--- config.mk ---
export PLATFORM = sky130hd
export DESIGN_NAME = modbus_rtu_response_deframer
export DESIGN_NICKNAME = d
export VERILOG_FILES = /design/src/rtl/mbrd_pkg.sv /design/src/rtl/mbrd_in_stage.sv /design/src/rtl/mbrd_engine.sv /design/src/rtl/mbrd_out_stage.sv /design/src/rtl/modbus_rtu_response_deframer.sv
export SDC_FILE = /design/constraint.sdc
export NUM_CORES = 1
export LEC_CHECK = 0
export ABC_AREA = 0
export BUFFER_PORTS_ARGS = -buffer_cell sky130_fd_sc_hd__clkbuf_2
export CORE_MARGIN = 4
export CORE_UTILIZATION = 50
export DETAILED_ROUTE_END_ITERATION = 12
export PLACE_DENSITY = 0.72
export SYNTH_ARGS = -nofsm -noshare
export SYNTH_HDL_FRONTEND = slang
export SYNTH_SLANG_ARGS = --single-unit
export TNS_END_PERCENT = 50
--- constraint.sdc ---
create_clock -name clk_i -period 6.44 [get_ports clk_i]
set_input_delay 0.966 -clock clk_i [delete_from_list [all_inputs] [get_ports clk_i]]
set_output_delay 0.966 -clock clk_i [all_outputs]
set_load 0.005 [all_outputs]
--- src/rtl/mbrd_pkg.sv ---
// package for the modbus rtu response deframer
// holds result kinds, frame constants, the result struct and the crc-16 byte step
// no dependencies
`timescale 1ns / 1ps

package mbrd_pkg;

  localparam int unsigned POS_W = 9;

  localparam logic [15:0] CRC_INIT = 16'hFFFF;
  localparam logic [15:0] CRC_POLY = 16'hA001;

  localparam logic [7:0] FC_READ_FIRST = 8'd1;
  localparam logic [7:0] FC_READ_LAST  = 8'd4;
  localparam logic [7:0] FC_WRITE_COIL = 8'd5;
  localparam logic [7:0] FC_WRITE_REG  = 8'd6;

  // frame positions that do not depend on the byte count
  localparam logic [POS_W-1:0] POS_DEVICE   = 9'd0;
  localparam logic [POS_W-1:0] POS_FUNCTION = 9'd1;
  localparam logic [POS_W-1:0] POS_BODY0    = 9'd2;
  localparam logic [POS_W-1:0] POS_BODY1    = 9'd3;
  localparam logic [POS_W-1:0] POS_BODY2    = 9'd4;
  localparam logic [POS_W-1:0] POS_BODY3    = 9'd5;
  localparam logic [POS_W-1:0] POS_BODY4    = 9'd6;
  localparam logic [POS_W-1:0] POS_BODY5    = 9'd7;

  typedef enum logic [2:0] {
    KIND_PAYLOAD     = 3'd0,
    KIND_READ_DONE   = 3'd1,
    KIND_WRITE_DONE  = 3'd2,
    KIND_EXCEPTION   = 3'd3,
    KIND_UNSUPPORTED = 3'd4
  } kind_e;

  typedef struct packed {
    kind_e       kind;
    logic [7:0]  payload_byte;
    logic [7:0]  payload_index;
    logic [7:0]  slave_id;
    logic [7:0]  function_code;
    logic [7:0]  byte_count;
    logic [15:0] echo_addr;
    logic [15:0] reg_value;
    logic [7:0]  exception_code;
    logic        crc_ok;
    logic        frame_end;
  } result_t;

  // reflected crc-16, one byte folded in
  function automatic logic [15:0] crc_byte(input logic [15:0] crc, input logic [7:0] data);
    logic [15:0] c;
    c = crc ^ {8'h00, data};
    for (int i = 0; i < 8; i++) begin
      if (c[0]) begin
        c = (c >> 1) ^ CRC_POLY;
      end else begin
        c = c >> 1;
      end
    end
    return c;
  endfunction

endpackage

--- src/rtl/mbrd_in_stage.sv ---
// input register of the deframer: holds one received byte request
// depends on nothing but the handshake from the top level
`timescale 1ns / 1ps

module mbrd_in_stage (
  input  logic       clk_i,
  input  logic       rst_ni,
  input  logic       in_valid_i,
  output logic       in_ready_o,
  input  logic [7:0] rx_byte_i,
  input  logic       advance_i,
  output logic       held_valid_o,
  output logic [7:0] held_byte_o
);

  logic       vld_q, vld_d;
  logic [7:0] byte_q;

  assign in_ready_o = !vld_q || advance_i;
  assign vld_d      = in_ready_o ? in_valid_i : vld_q;

  always_ff @(posedge clk_i or negedge rst_ni) begin
    if (!rst_ni) begin
      vld_q <= 1'b0;
    end else begin
      vld_q <= vld_d;
    end
  end

  always_ff @(posedge clk_i) begin
    if (in_ready_o && in_valid_i) begin
      byte_q <= rx_byte_i;
    end
  end

  assign held_valid_o = vld_q;
  assign held_byte_o  = byte_q;

endmodule

--- src/rtl/mbrd_engine.sv ---
// frame tracking and crc engine: one byte per advance, at most one result
// depends on mbrd_pkg
`timescale 1ns / 1ps

module mbrd_engine
  import mbrd_pkg::*;
(
  input  logic       clk_i,
  input  logic       rst_ni,
  input  logic       advance_i,
  input  logic [7:0] byte_i,
  output logic       res_valid_o,
  output result_t    res_o
);

  logic [POS_W-1:0] pos_q, pos_d;
  logic [7:0]       dev_q, dev_d;
  logic [7:0]       fc_q, fc_d;
  logic [7:0]       len_q, len_d;
  logic [7:0]       exc_q, exc_d;
  logic [15:0]      crc_q, crc_d;
  logic [7:0]       crc_lo_q, crc_lo_d;
  logic [15:0]      addr_q, addr_d;
  logic [15:0]      val_q, val_d;

  logic             clear;
  logic [15:0]      crc_next;
  logic [POS_W-1:0] len_ext;
  logic [POS_W-1:0] data_idx;
  logic             crc_match;
  logic             fc_supported;

  assign crc_next     = crc_byte(crc_q, byte_i);
  assign len_ext      = {1'b0, len_q};
  assign data_idx     = pos_q - POS_BODY1;
  assign crc_match    = ({byte_i, crc_lo_q} == crc_q);
  assign fc_supported = byte_i[7] || (byte_i >= FC_READ_FIRST && byte_i <= FC_WRITE_REG);

  always_comb begin
    pos_d    = pos_q;
    dev_d    = dev_q;
    fc_d     = fc_q;
    len_d    = len_q;
    exc_d    = exc_q;
    crc_d    = crc_q;
    crc_lo_d = crc_lo_q;
    addr_d   = addr_q;
    val_d    = val_q;
    clear    = 1'b0;

    res_valid_o         = 1'b0;
    res_o               = '0;
    res_o.kind          = KIND_PAYLOAD;
    res_o.slave_id      = dev_q;
    res_o.function_code = fc_q;
    res_o.frame_end     = 1'b1;

    if (pos_q == POS_DEVICE) begin
      dev_d = byte_i;
      crc_d = crc_next;
      pos_d = POS_FUNCTION;
    end else if (pos_q == POS_FUNCTION) begin
      fc_d  = byte_i;
      crc_d = crc_next;
      if (fc_supported) begin
        pos_d = POS_BODY0;
      end else begin
        res_valid_o         = 1'b1;
        res_o.kind          = KIND_UNSUPPORTED;
        res_o.function_code = byte_i;
        clear               = 1'b1;
      end
    end else if (fc_q[7]) begin
      // exception response
      if (pos_q == POS_BODY0) begin
        exc_d = byte_i;
        crc_d = crc_next;
        pos_d = POS_BODY1;
      end else if (pos_q == POS_BODY1) begin
        crc_lo_d = byte_i;
        pos_d    = POS_BODY2;
      end else if (pos_q == POS_BODY2) begin
        res_valid_o          = 1'b1;
        res_o.kind           = KIND_EXCEPTION;
        res_o.exception_code = exc_q;
        res_o.crc_ok         = crc_match;
        clear                = 1'b1;
      end else begin
        clear = 1'b1;
      end
    end else if (fc_q >= FC_READ_FIRST && fc_q <= FC_READ_LAST) begin
      // read response
      if (pos_q == POS_BODY0) begin
        len_d = byte_i;
        crc_d = crc_next;
        pos_d = POS_BODY1;
      end else if (pos_q < POS_BODY1 + len_ext) begin
        crc_d               = crc_next;
        res_valid_o         = 1'b1;
        res_o.kind          = KIND_PAYLOAD;
        res_o.payload_byte  = byte_i;
        res_o.payload_index = data_idx[7:0];
        res_o.byte_count    = len_q;
        res_o.frame_end     = 1'b0;
        pos_d               = pos_q + 9'd1;
      end else if (pos_q == POS_BODY1 + len_ext) begin
        crc_lo_d = byte_i;
        pos_d    = pos_q + 9'd1;
      end else if (pos_q == POS_BODY2 + len_ext) begin
        res_valid_o      = 1'b1;
        res_o.kind       = KIND_READ_DONE;
        res_o.byte_count = len_q;
        res_o.crc_ok     = crc_match;
        clear            = 1'b1;
      end else begin
        clear = 1'b1;
      end
    end else if (fc_q == FC_WRITE_COIL || fc_q == FC_WRITE_REG) begin
      // single write echo
      if (pos_q >= POS_BODY0 && pos_q <= POS_BODY3) begin
        crc_d = crc_next;
        pos_d = pos_q + 9'd1;
        if (pos_q == POS_BODY0) begin
          addr_d = {byte_i, 8'h00};
        end else if (pos_q == POS_BODY1) begin
          addr_d = {addr_q[15:8], byte_i};
        end else if (pos_q == POS_BODY2) begin
          val_d = {byte_i, 8'h00};
        end else begin
          val_d = {val_q[15:8], byte_i};
        end
      end else if (pos_q == POS_BODY4) begin
        crc_lo_d = byte_i;
        pos_d    = POS_BODY5;
      end else if (pos_q == POS_BODY5) begin
        res_valid_o     = 1'b1;
        res_o.kind      = KIND_WRITE_DONE;
        res_o.echo_addr = addr_q;
        res_o.reg_value = val_q;
        res_o.crc_ok    = crc_match;
        clear           = 1'b1;
      end else begin
        clear = 1'b1;
      end
    end else begin
      clear = 1'b1;
    end

    if (clear) begin
      pos_d    = POS_DEVICE;
      dev_d    = '0;
      fc_d     = '0;
      len_d    = '0;
      exc_d    = '0;
      crc_d    = CRC_INIT;
      crc_lo_d = '0;
      addr_d   = '0;
      val_d    = '0;
    end
  end

  always_ff @(posedge clk_i or negedge rst_ni) begin
    if (!rst_ni) begin
      pos_q    <= POS_DEVICE;
      dev_q    <= '0;
      fc_q     <= '0;
      len_q    <= '0;
      exc_q    <= '0;
      crc_q    <= CRC_INIT;
      crc_lo_q <= '0;
      addr_q   <= '0;
      val_q    <= '0;
    end else if (advance_i) begin
      pos_q    <= pos_d;
      dev_q    <= dev_d;
      fc_q     <= fc_d;
      len_q    <= len_d;
      exc_q    <= exc_d;
      crc_q    <= crc_d;
      crc_lo_q <= crc_lo_d;
      addr_q   <= addr_d;
      val_q    <= val_d;
    end
  end

  // no frame type reaches past the second crc byte of a full read
  a_pos_range: assert property (@(posedge clk_i) disable iff (!rst_ni)
    pos_q <= POS_BODY2 + 9'd255)
    else $error("frame position out of range");

  // a frame returns to its start after reporting its end
  a_end_clears: assert property (@(posedge clk_i) disable iff (!rst_ni)
    advance_i && res_valid_o && res_o.frame_end |=> pos_q == POS_DEVICE && crc_q == CRC_INIT)
    else $error("frame state not cleared after frame end");

  // a read keeps its position inside the announced length plus crc
  a_read_pos: assert property (@(posedge clk_i) disable iff (!rst_ni)
    !fc_q[7] && fc_q >= FC_READ_FIRST && fc_q <= FC_READ_LAST && pos_q > POS_BODY1
      |-> pos_q <= POS_BODY2 + len_ext)
    else $error("read frame position beyond crc");

endmodule

--- src/rtl/mbrd_out_stage.sv ---
// result register of the deframer: holds one result until taken
// depends on mbrd_pkg
`timescale 1ns / 1ps

module mbrd_out_stage
  import mbrd_pkg::*;
(
  input  logic    clk_i,
  input  logic    rst_ni,
  input  logic    load_i,
  input  result_t res_i,
  input  logic    out_ready_i,
  output logic    out_valid_o,
  output result_t res_o
);

  logic    vld_q, vld_d;
  result_t res_q;

  always_comb begin
    vld_d = vld_q;
    if (load_i) begin
      vld_d = 1'b1;
    end else if (out_ready_i) begin
      vld_d = 1'b0;
    end
  end

  always_ff @(posedge clk_i or negedge rst_ni) begin
    if (!rst_ni) begin
      vld_q <= 1'b0;
    end else begin
      vld_q <= vld_d;
    end
  end

  always_ff @(posedge clk_i) begin
    if (load_i) begin
      res_q <= res_i;
    end
  end

  assign out_valid_o = vld_q;
  assign res_o       = res_q;

endmodule

--- src/rtl/modbus_rtu_response_deframer.sv ---
// Modbus RTU response deframer with running CRC-16 check.
//
// Input channel: one response byte per request on rx_byte_i, handshake
// in_valid_i / in_ready_o. Output channel: one result per request on the
// result ports, handshake out_valid_o / out_ready_i. Read responses give
// one payload result per data byte and a read-done result after the CRC;
// single-write echoes give address and value; exceptions give the code;
// an unknown function code is reported on its own byte and the next byte
// starts a new frame. frame_end_o marks the last result of a frame and
// crc_ok_o tells whether the received CRC matched.
//
// A byte accepted into the input register is decoded by the engine and, if
// it yields a result, the result is loaded into the result register that
// drives the ports. Throughput: one byte per cycle while the receiver keeps
// out_ready_i high; the CRC step is an unrolled combinational byte update.
// When the receiver stalls, the result register holds its result and
// in_ready_o stays high until the input register is also full.
// Reset clears the valid flags of both registers and returns the frame state to its start.
`timescale 1ns / 1ps

module modbus_rtu_response_deframer
  import mbrd_pkg::*;
(
  input  logic        clk_i,
  input  logic        rst_ni,
  input  logic        in_valid_i,
  output logic        in_ready_o,
  input  logic [7:0]  rx_byte_i,
  output logic        out_valid_o,
  input  logic        out_ready_i,
  output logic [2:0]  kind_o,
  output logic [7:0]  payload_byte_o,
  output logic [7:0]  payload_index_o,
  output logic [7:0]  slave_id_o,
  output logic [7:0]  function_code_o,
  output logic [7:0]  byte_count_o,
  output logic [15:0] echo_addr_o,
  output logic [15:0] reg_value_o,
  output logic [7:0]  exception_code_o,
  output logic        crc_ok_o,
  output logic        frame_end_o
);

  logic       held_valid;
  logic [7:0] held_byte;
  logic       advance;
  logic       res_valid;
  result_t    res;
  result_t    out_res;

  assign advance = held_valid && (!out_valid_o || out_ready_i);

  mbrd_in_stage u_in_stage (
    .clk_i       (clk_i),
    .rst_ni      (rst_ni),
    .in_valid_i  (in_valid_i),
    .in_ready_o  (in_ready_o),
    .rx_byte_i   (rx_byte_i),
    .advance_i   (advance),
    .held_valid_o(held_valid),
    .held_byte_o (held_byte)
  );

  mbrd_engine u_engine (
    .clk_i      (clk_i),
    .rst_ni     (rst_ni),
    .advance_i  (advance),
    .byte_i     (held_byte),
    .res_valid_o(res_valid),
    .res_o      (res)
  );

  mbrd_out_stage u_out_stage (
    .clk_i      (clk_i),
    .rst_ni     (rst_ni),
    .load_i     (advance && res_valid),
    .res_i      (res),
    .out_ready_i(out_ready_i),
    .out_valid_o(out_valid_o),
    .res_o      (out_res)
  );

  assign kind_o           = out_res.kind;
  assign payload_byte_o   = out_res.payload_byte;
  assign payload_index_o  = out_res.payload_index;
  assign slave_id_o       = out_res.slave_id;
  assign function_code_o  = out_res.function_code;
  assign byte_count_o     = out_res.byte_count;
  assign echo_addr_o      = out_res.echo_addr;
  assign reg_value_o      = out_res.reg_value;
  assign exception_code_o = out_res.exception_code;
  assign crc_ok_o         = out_res.crc_ok;
  assign frame_end_o      = out_res.frame_end;

  a_end_matches_kind: assert property (@(posedge clk_i) disable iff (!rst_ni)
    out_valid_o |-> frame_end_o == (kind_o != KIND_PAYLOAD))
    else $error("frame end flag disagrees with result kind");

  a_crc_only_at_end: assert property (@(posedge clk_i) disable iff (!rst_ni)
    out_valid_o && crc_ok_o |-> frame_end_o && kind_o != KIND_UNSUPPORTED)
    else $error("crc status on a result that carries none");

  a_index_in_count: assert property (@(posedge clk_i) disable iff (!rst_ni)
    out_valid_o && kind_o == KIND_PAYLOAD |-> payload_index_o < byte_count_o)
    else $error("payload index beyond announced count");

  a_no_drop: assert property (@(posedge clk_i) disable iff (!rst_ni)
    out_valid_o && !out_ready_i |=> out_valid_o)
    else $error("stalled result lost");

endmodule

==> results.yml, run 1 <==
min_path:
  min_path_type: "reg2reg"
timing:
  rsz0062_at_grt: "false"
  fin_setup_tns_ns: 0
  setup_viol: 0
  period_minus_slack_ns: 3.977
  holdWs_ns: 0.4439
  tightestPinTransition_ns: 1.033
  period_share: 0.6176
  timing.fmax_mhz: 251.4
  maxSlewHeadroom: 0.3069
  hold_viol: 0
  clock_skew_ns: 0.008744
  slew_viol_final: 0
floorplanning:
  start_util: 0.5170
  num_rows: 48
  die_area_sq_um: 20280
  die_h_um: 142.4
  coreArea_sq_um: 17480
  io_pins: 99
  fp.dieW_um: 142.4
cts:
  clock_latency_ns: 0.43
  cts-resized-gates: 0
  hold_buffers: 0
  numCtsBuffers: 17
  cts_tree: "built"
  clkTransAtPathRegs_ns: 0.07
  post-cts-setup-buffers: 0
  cts.root.buffer_cell: "clkbuf_16"
  htreeDepth: 4
  max-clock-path-buffers: 2
  cts.sinks: 192
routing:
  drt_iter0_drc: 395
  route.antenna.remaining_nets: 0
  wl_per_cell_um: 18.88
  via_per_inst: 5.662
  drc: 0
  wirelength_um: 20150
  dr.pass1.iters: 5
  vias: 6041
place:
  io_buffers: 98
  dp_hpwl_um: 14390
  place_congestion: 0.9011
  dpl.cell_count: 1035
critical_path:
  cp-end-kind: "flop"
  cp-start-kind: "flop"
  critPathKind: "reg2reg"
  cp.arrival_ns: 4.33
  cp_data_required_time_ns: 6.79
  cp_max_fo: 16
  ff2ff_setup_slack_ns: 2.46
power_and_ir_drop:
  p_sw_frac: 0.3693
  combPwrFrac: 0.389
  power_density_nw_per_um2: 488.3
  p_sw_mw: 1.864
  total_power_mw: 5.048
  pwr-share-clk: 0.219
  power.internal_mw: 3.183
  seq_power_share: 0.391
  leakage_nw: 4.304
  vdd_ir_drop_max_mv: 0.3105
final_layout:
  antenna_cells: 0
  area.growth.synth_to_final_pct: 14.42
  layout-drive-gt1-share: 0.2708
  fillCellCount: 1411
  finalNetCount: 856
  layoutNonFillerInstCount: 1067
grt:
  grt-ovfl-total: 0
  antenna_found_initial: 0
  use_met2: 0.3359
  use_met1: 0.2820
  grt_use_met3: 0.04200
  grt_max_degree: 66
  top_usage_layer: "met2"
  grt_pass1_vias: 6110
  grt_first_pass_wirelength_um: 32690
  grt_use_total: 0.2046
logic_synthesis:
  yosys_warnings: 0
  async_flop_share: 0.5156
  ys_types: 60
  ys_ff_latch: 192
  syn_nets: 775
  synth.yosys.seq_area_share: 0.5855
  synth.cell_area_sq_um: 9035
  avgSynthCellArea_sq_um: 12.08
  synth_cells: 748
  synth_ff_type: "edfxtp_1"
  synth-edff-count: 93
run:
  maxCapViolations: 0
outcome:
  outcome: "complete, no violations"
## synthesized netlist by cell type (all sizes together) (10+ instances only)
cell | instances | area share
xnor2 | 32 | 0.031
nand2 | 62 | 0.026
mux2 | 56 | 0.070
and3 | 21 | 0.015
inv | 27 | 0.011
dfrtp | 83 | 0.23
nand3 | 19 | 0.011
ha | 15 | 0.021
clkbuf | 33 | 0.014
a22o | 16 | 0.016
nor2 | 42 | 0.018
xor2 | 26 | 0.025
o21ai | 28 | 0.016
edfxtp | 93 | 0.31
and2 | 53 | 0.037
dfstp | 16 | 0.047
a21oi | 15 | 0.010
nand2b | 10 | 0.0069
nor3 | 16 | 0.0089
## layout make-up
class / count / area (sq um) / area share
flip-flops and latches: 192 / 5290 / 0.5117
inverters: 27 / 101.3 / 0.009804
clock buffers: 18 / 429.2 / 0.04152
clock inverters: 14 / 197.7 / 0.01912
repair buffers: 104 / 550.5 / 0.05326
well taps: 225 / 281.5 / 0.02723
multi-input cells: 487 / 3487 / 0.3373
## worst max-delay path: stages, from the launching register on
cell       delay [ns]
dfrtp_1          0.48
ha_1             0.24
nand3_1          0.13
nor2_1           0.18
nand3_1          0.11
ha_1             0.33
nand4_1          0.13
nor3_1           0.25
a2111oi_1        0.09
buf_4            0.18
o311ai_4         0.42
nor2_4           0.11
a21oi_2          0.82
mux2_2           0.42
## state kept, by name, summed over array words and instances, names as in the netlist, 9 cells and up
register and cells:
u_engine.crc_q 16, u_out_stage.res_o 85, u_engine.addr_q 16, u_engine.pos_q 9, u_engine.val_q 16
## logic make-up (layout without fill, tap and decap cells)
family          Yosys count  in the layout  synth area share
buf+inv                  69            163           0.03005
simple gates            259            259            0.1530
xor+xnor                 59             59           0.05872
compound gates           98             98           0.08212
mux                      56             56           0.06980
flops                   192            192            0.5855
fa+ha+maj                15             15           0.02077
## worst paths after layout
path | from | to | depth (start not counted)
min | u_engine.dev_q[3] | u_out_stage.res_o[61] | 0
min reg2reg | u_engine.dev_q[3] | u_out_stage.res_o[61] | 0
max | u_engine.len_q[2] | u_engine.crc_q[3] | 13
max reg2reg | u_engine.len_q[2] | u_engine.crc_q[3] | 13
max in group asynchronous | rst_ni | u_engine.pos_q[5] | 2
min in group asynchronous | rst_ni | u_engine.exc_q[6] | 1
## placed cells by master (no fill, tap or decap), types with 4 or more instances in the layout
master	Yosys	layout
a21o_1	4	4
a21oi_2	5	5
ha_1	15	15
clkbuf_2	0	97
a211oi_1	4	4
xnor2_1	32	32
mux2_2	56	56
nor4_1	9	8
nor2_1	41	40
and3_1	21	21
o21ai_0	27	27
buf_4	1	6
dfrtp_1	83	83
dfstp_2	16	16
xor2_1	26	26
clkbuf_16	0	17
o2bb2ai_1	9	9
nand3_1	19	19
a21oi_1	10	10
o31ai_1	5	5
nand2b_1	10	10
nand4_1	9	9
inv_1	27	27
nor3_1	16	16
a22o_1	16	16
nand2_1	61	61
edfxtp_1	93	93
and2_1	52	52
## layer usage
metal,up-vias,share of wire
met3,20,0.059
met4,0,0.011
met5,-,0
met1,3027,0.45
met2,176,0.48
li1,2818,-
## through the flow
step	setup WS (ns)	area, sq um	utilization
detailed placement	2.497	9711	0.5556
global placement	2.595	9711	0.5556
global route	2.120	10340	0.5915
floorplan	1.127	9037	-
CTS	2.479	10340	0.5915
finish	2.463	10340	0.5915
## power groups by stage
stage	Clock (mW)	Sequential [mW]	Combinational (mW)
2_1_floorplan	0	1.88	1.54
3_3_place_gp	0	1.97	1.92
3_5_place_dp	0	1.99	1.96
4_1_cts	1.12	1.97	1.97
5_1_grt	1.18	2.02	2.15
6_report	1.11	1.97	1.97
No activity file was read; power rests on OpenSTA's default activity.
==> inputs of run 2 (changes only) <==
--- a/config.mk
+++ b/config.mk
@@ -5,12 +5,12 @@
 export SDC_FILE = /design/constraint.sdc
 export NUM_CORES = 1
 export LEC_CHECK = 0
-export ABC_AREA = 0
+export ABC_AREA = 1
 export BUFFER_PORTS_ARGS = -buffer_cell sky130_fd_sc_hd__clkbuf_2
 export CORE_MARGIN = 4
 export CORE_UTILIZATION = 50
 export DETAILED_ROUTE_END_ITERATION = 12
-export PLACE_DENSITY = 0.72
+export PLACE_DENSITY = 0.69
 export SYNTH_ARGS = -nofsm -noshare
 export SYNTH_HDL_FRONTEND = slang
 export SYNTH_SLANG_ARGS = --single-unit
==> constraint.sdc (replaced) <==
create_clock -name clk_i -period 4.02 [get_ports clk_i]
set_input_delay 0.603 -clock clk_i [delete_from_list [all_inputs] [get_ports clk_i]]
set_output_delay 0.603 -clock clk_i [all_outputs]
set_load 0.005 [all_outputs]
==> results.yml, run 2 <==
outcome:
  outcome: "complete, no violations"
final_layout:
  area.growth.synth_to_final_pct: 13.28
  antenna_cells: 0
  finalNetCount: 1165
  largest_reg_flops: 85
  final_common_cell: "nand2_1"
  layout-drive-gt1-share: 0.1946
  layout_common_cells: "252 x nand2_1, 106 x inv_1, 106 x nor2_1"
  fin_area_sq_um: 10920
routing:
  drt_iter0_drc: 667
  via_per_inst: 5.132
  dr.pass1.iters: 6
  wl_per_cell_um: 15.87
  drc: 0
  vias: 7241
  wirelength_um: 22390
  route.antenna.remaining_nets: 0
grt:
  grt_first_pass_wirelength_um: 36870
  grt_use_total: 0.2145
  grt_max_degree: 86
  grt_pass1_vias: 6875
  antenna_found_initial: 0
  grt-ovfl-total: 0
logic_synthesis:
  synth-edff-count: 93
  yosys_warnings: 0
  synth.cell_area_sq_um: 9639
  synth.yosys.seq_area_share: 0.5488
  async_flop_share: 0.5156
  ys_top_cells_by_count: "252 x nand2_1, 107 x inv_1, 106 x nor2_1"
  ys_types: 45
  synth_cells: 1050
  avgSynthCellArea_sq_um: 9.180
  synth.most_common_cell: "nand2_1"
  synth_ff_type: "edfxtp_1"
  ys_ff_latch: 192
  synthTopCellsByArea: "edfxtp_1 29%, dfrtp_1 22%, nand2_1 9.8%"
  syn_nets: 1077
  synth.top_cell.area_share: 0.2897
  yosysTopAreaCell: "edfxtp_1"
cts:
  clkTransAtPathRegs_ns: 0.07
  cts.root.buffer_cell: "clkbuf_16"
  cts_tree: "built"
  clock_latency_ns: 0.43
  cts.sinks: 192
  max-clock-path-buffers: 2
  htreeDepth: 4
  hold_buffers: 0
  post-cts-setup-buffers: 0
  numCtsBuffers: 17
  cts-resized-gates: 0
min_path:
  min_path_type: "in2async"
critical_path:
  cp_top_family: "simple AND/OR/NAND/NOR gates"
  cp-start-kind: "flop"
  crit_path_top_delay_cell: "dfrtp_1"
  worstPathCellList: "ha_1 -> nand2_1 -> nor3_1 -> nand2_1 -> ha_1 -> nand2_1 -> nor2_1 -> nand3b_1 -> nand3_1 -> nand3_1 -> nand3_1 -> nand2_1 -> nand2_2 -> nand2_4 -> nand2_8 -> nand2_8 -> nand2_2 -> nand3_2 -> nand2_1 -> nand2_1"
  crit_top_cell: "nand2_1"
  cp-end-kind: "flop"
  critPathKind: "reg2reg"
  slowest_delay_ns: 0.45
  cp_num_cells: 20
  path_buf_inv: 0
  cp_data_required_time_ns: 4.33
  reg2reg_depth: 20
  cp.arrival_ns: 3.87
  cp_max_fo: 22
floorplanning:
  start_util: 0.5119
  die_h_um: 146.8
  fp.dieW_um: 146.8
  coreArea_sq_um: 18830
  num_rows: 50
  die_area_sq_um: 21560
  io_pins: 99
power_and_ir_drop:
  leakage_nw: 4.899
  power_density_nw_per_um2: 815.9
  total_power_mw: 8.909
  vdd_ir_drop_max_mv: 0.4765
timing:
  rsz0062_at_grt: "false"
  fin_setup_tns_ns: 0
  hold_viol: 0
  setup_viol: 0
  maxSlewHeadroom: 0.4693
  tightestPinTransition_ns: 0.7960
  holdWs_ns: 0.2460
  clock_skew_ns: 0.009663
  timing.fmax_mhz: 281.3
  period_share: 0.8845
  period_minus_slack_ns: 3.555
  slew_viol_final: 0
place:
  io_buffers: 98
  place_congestion: 0.9160
  place_area_sq_um: 10330
  dp_hpwl_um: 15750
run:
  maxCapViolations: 0
## run 2: cell types whose count changed after synthesis, moves of 16 or more
cell      change
nand2_1     +191
inv_1        +80
nor2_1       +65
mux2_2       -56
and2_1       -52
o21ai_1      +36
nand4_1      +28
nand3_1      +27
a21oi_1      +22
and3_1       -21
clkbuf_1     -20
a22o_1       -16
## run 2: worst paths after layout
| path | startpoint | to | slack (ns) |
|---|---|---|---|
| worst max-delay path | u_engine.len_q[2] | u_engine.addr_q[4] | 0.46 |
| worst min-delay path | rst_ni | u_engine.pos_q[5] | 0.25 |
| worst max register to register | u_engine.len_q[2] | u_engine.addr_q[4] | 0.46 |
| worst min register to register | u_engine.dev_q[3] | u_out_stage.res_o[61] | 0.46 |
| max in group asynchronous | rst_ni | u_engine.crc_q[10] | 2.93 |
| min in group clk_i | rx_byte_i[0] | u_in_stage.held_byte_o[0] | 0.35 |
## run 2: layout make-up
class | instances | area (sq um)
Clock buffer | 22 | 464.2
Clock inverter | 10 | 126.4
Fill cell | 1654 | 7911
Inverter | 123 | 469.2
Multi-Input combinational cell | 697 | 3671
Sequential cell | 192 | 5290
Tap cell | 260 | 325.3
Timing Repair Buffer | 107 | 573.1
## run 2: per-layer routing
metal / global-route usage / part of all wire / wire length [um]
met2: 0.3328 / 0.45 / 10170
met3: 0.04102 / 0.060 / 1335
met1: 0.3100 / 0.47 / 10540
met5: 0 / 0 / 0
met4: 0.06115 / 0.015 / 346
## run 2: report_power, final
part	switching [mW]	internal, mW	leakage [nW]
logic	2.81	1.23	2.48
registers	0.419	2.76	2.14
clock network	0.743	0.960	0.283
total	3.97	4.94	4.90
## run 2: logic make-up (layout without fill, tap and decap cells)
logic type,count (synthesis),in the layout,synth area share
and+or+nand+nor,495,495,0.2313
DFF,192,192,0.5488
AOI/OAI and AO/OA,140,140,0.08736
buffers and inverters,161,262,0.07035
xor gates and xnor gates,47,47,0.04270
adders and majority gates,15,15,0.01947
## run 2: per-stage QoR
step	util	cells	setup slack, ns
4_1_cts	0.5799	1411	0.4895
3_5_place_dp	0.5485	1379	0.5064
2_1_floorplan	-	1050	0.2556
5_1_grt	0.5799	1411	0.07349
3_3_place_gp	0.5485	1379	0.6055
6_report	0.5799	1411	0.4645
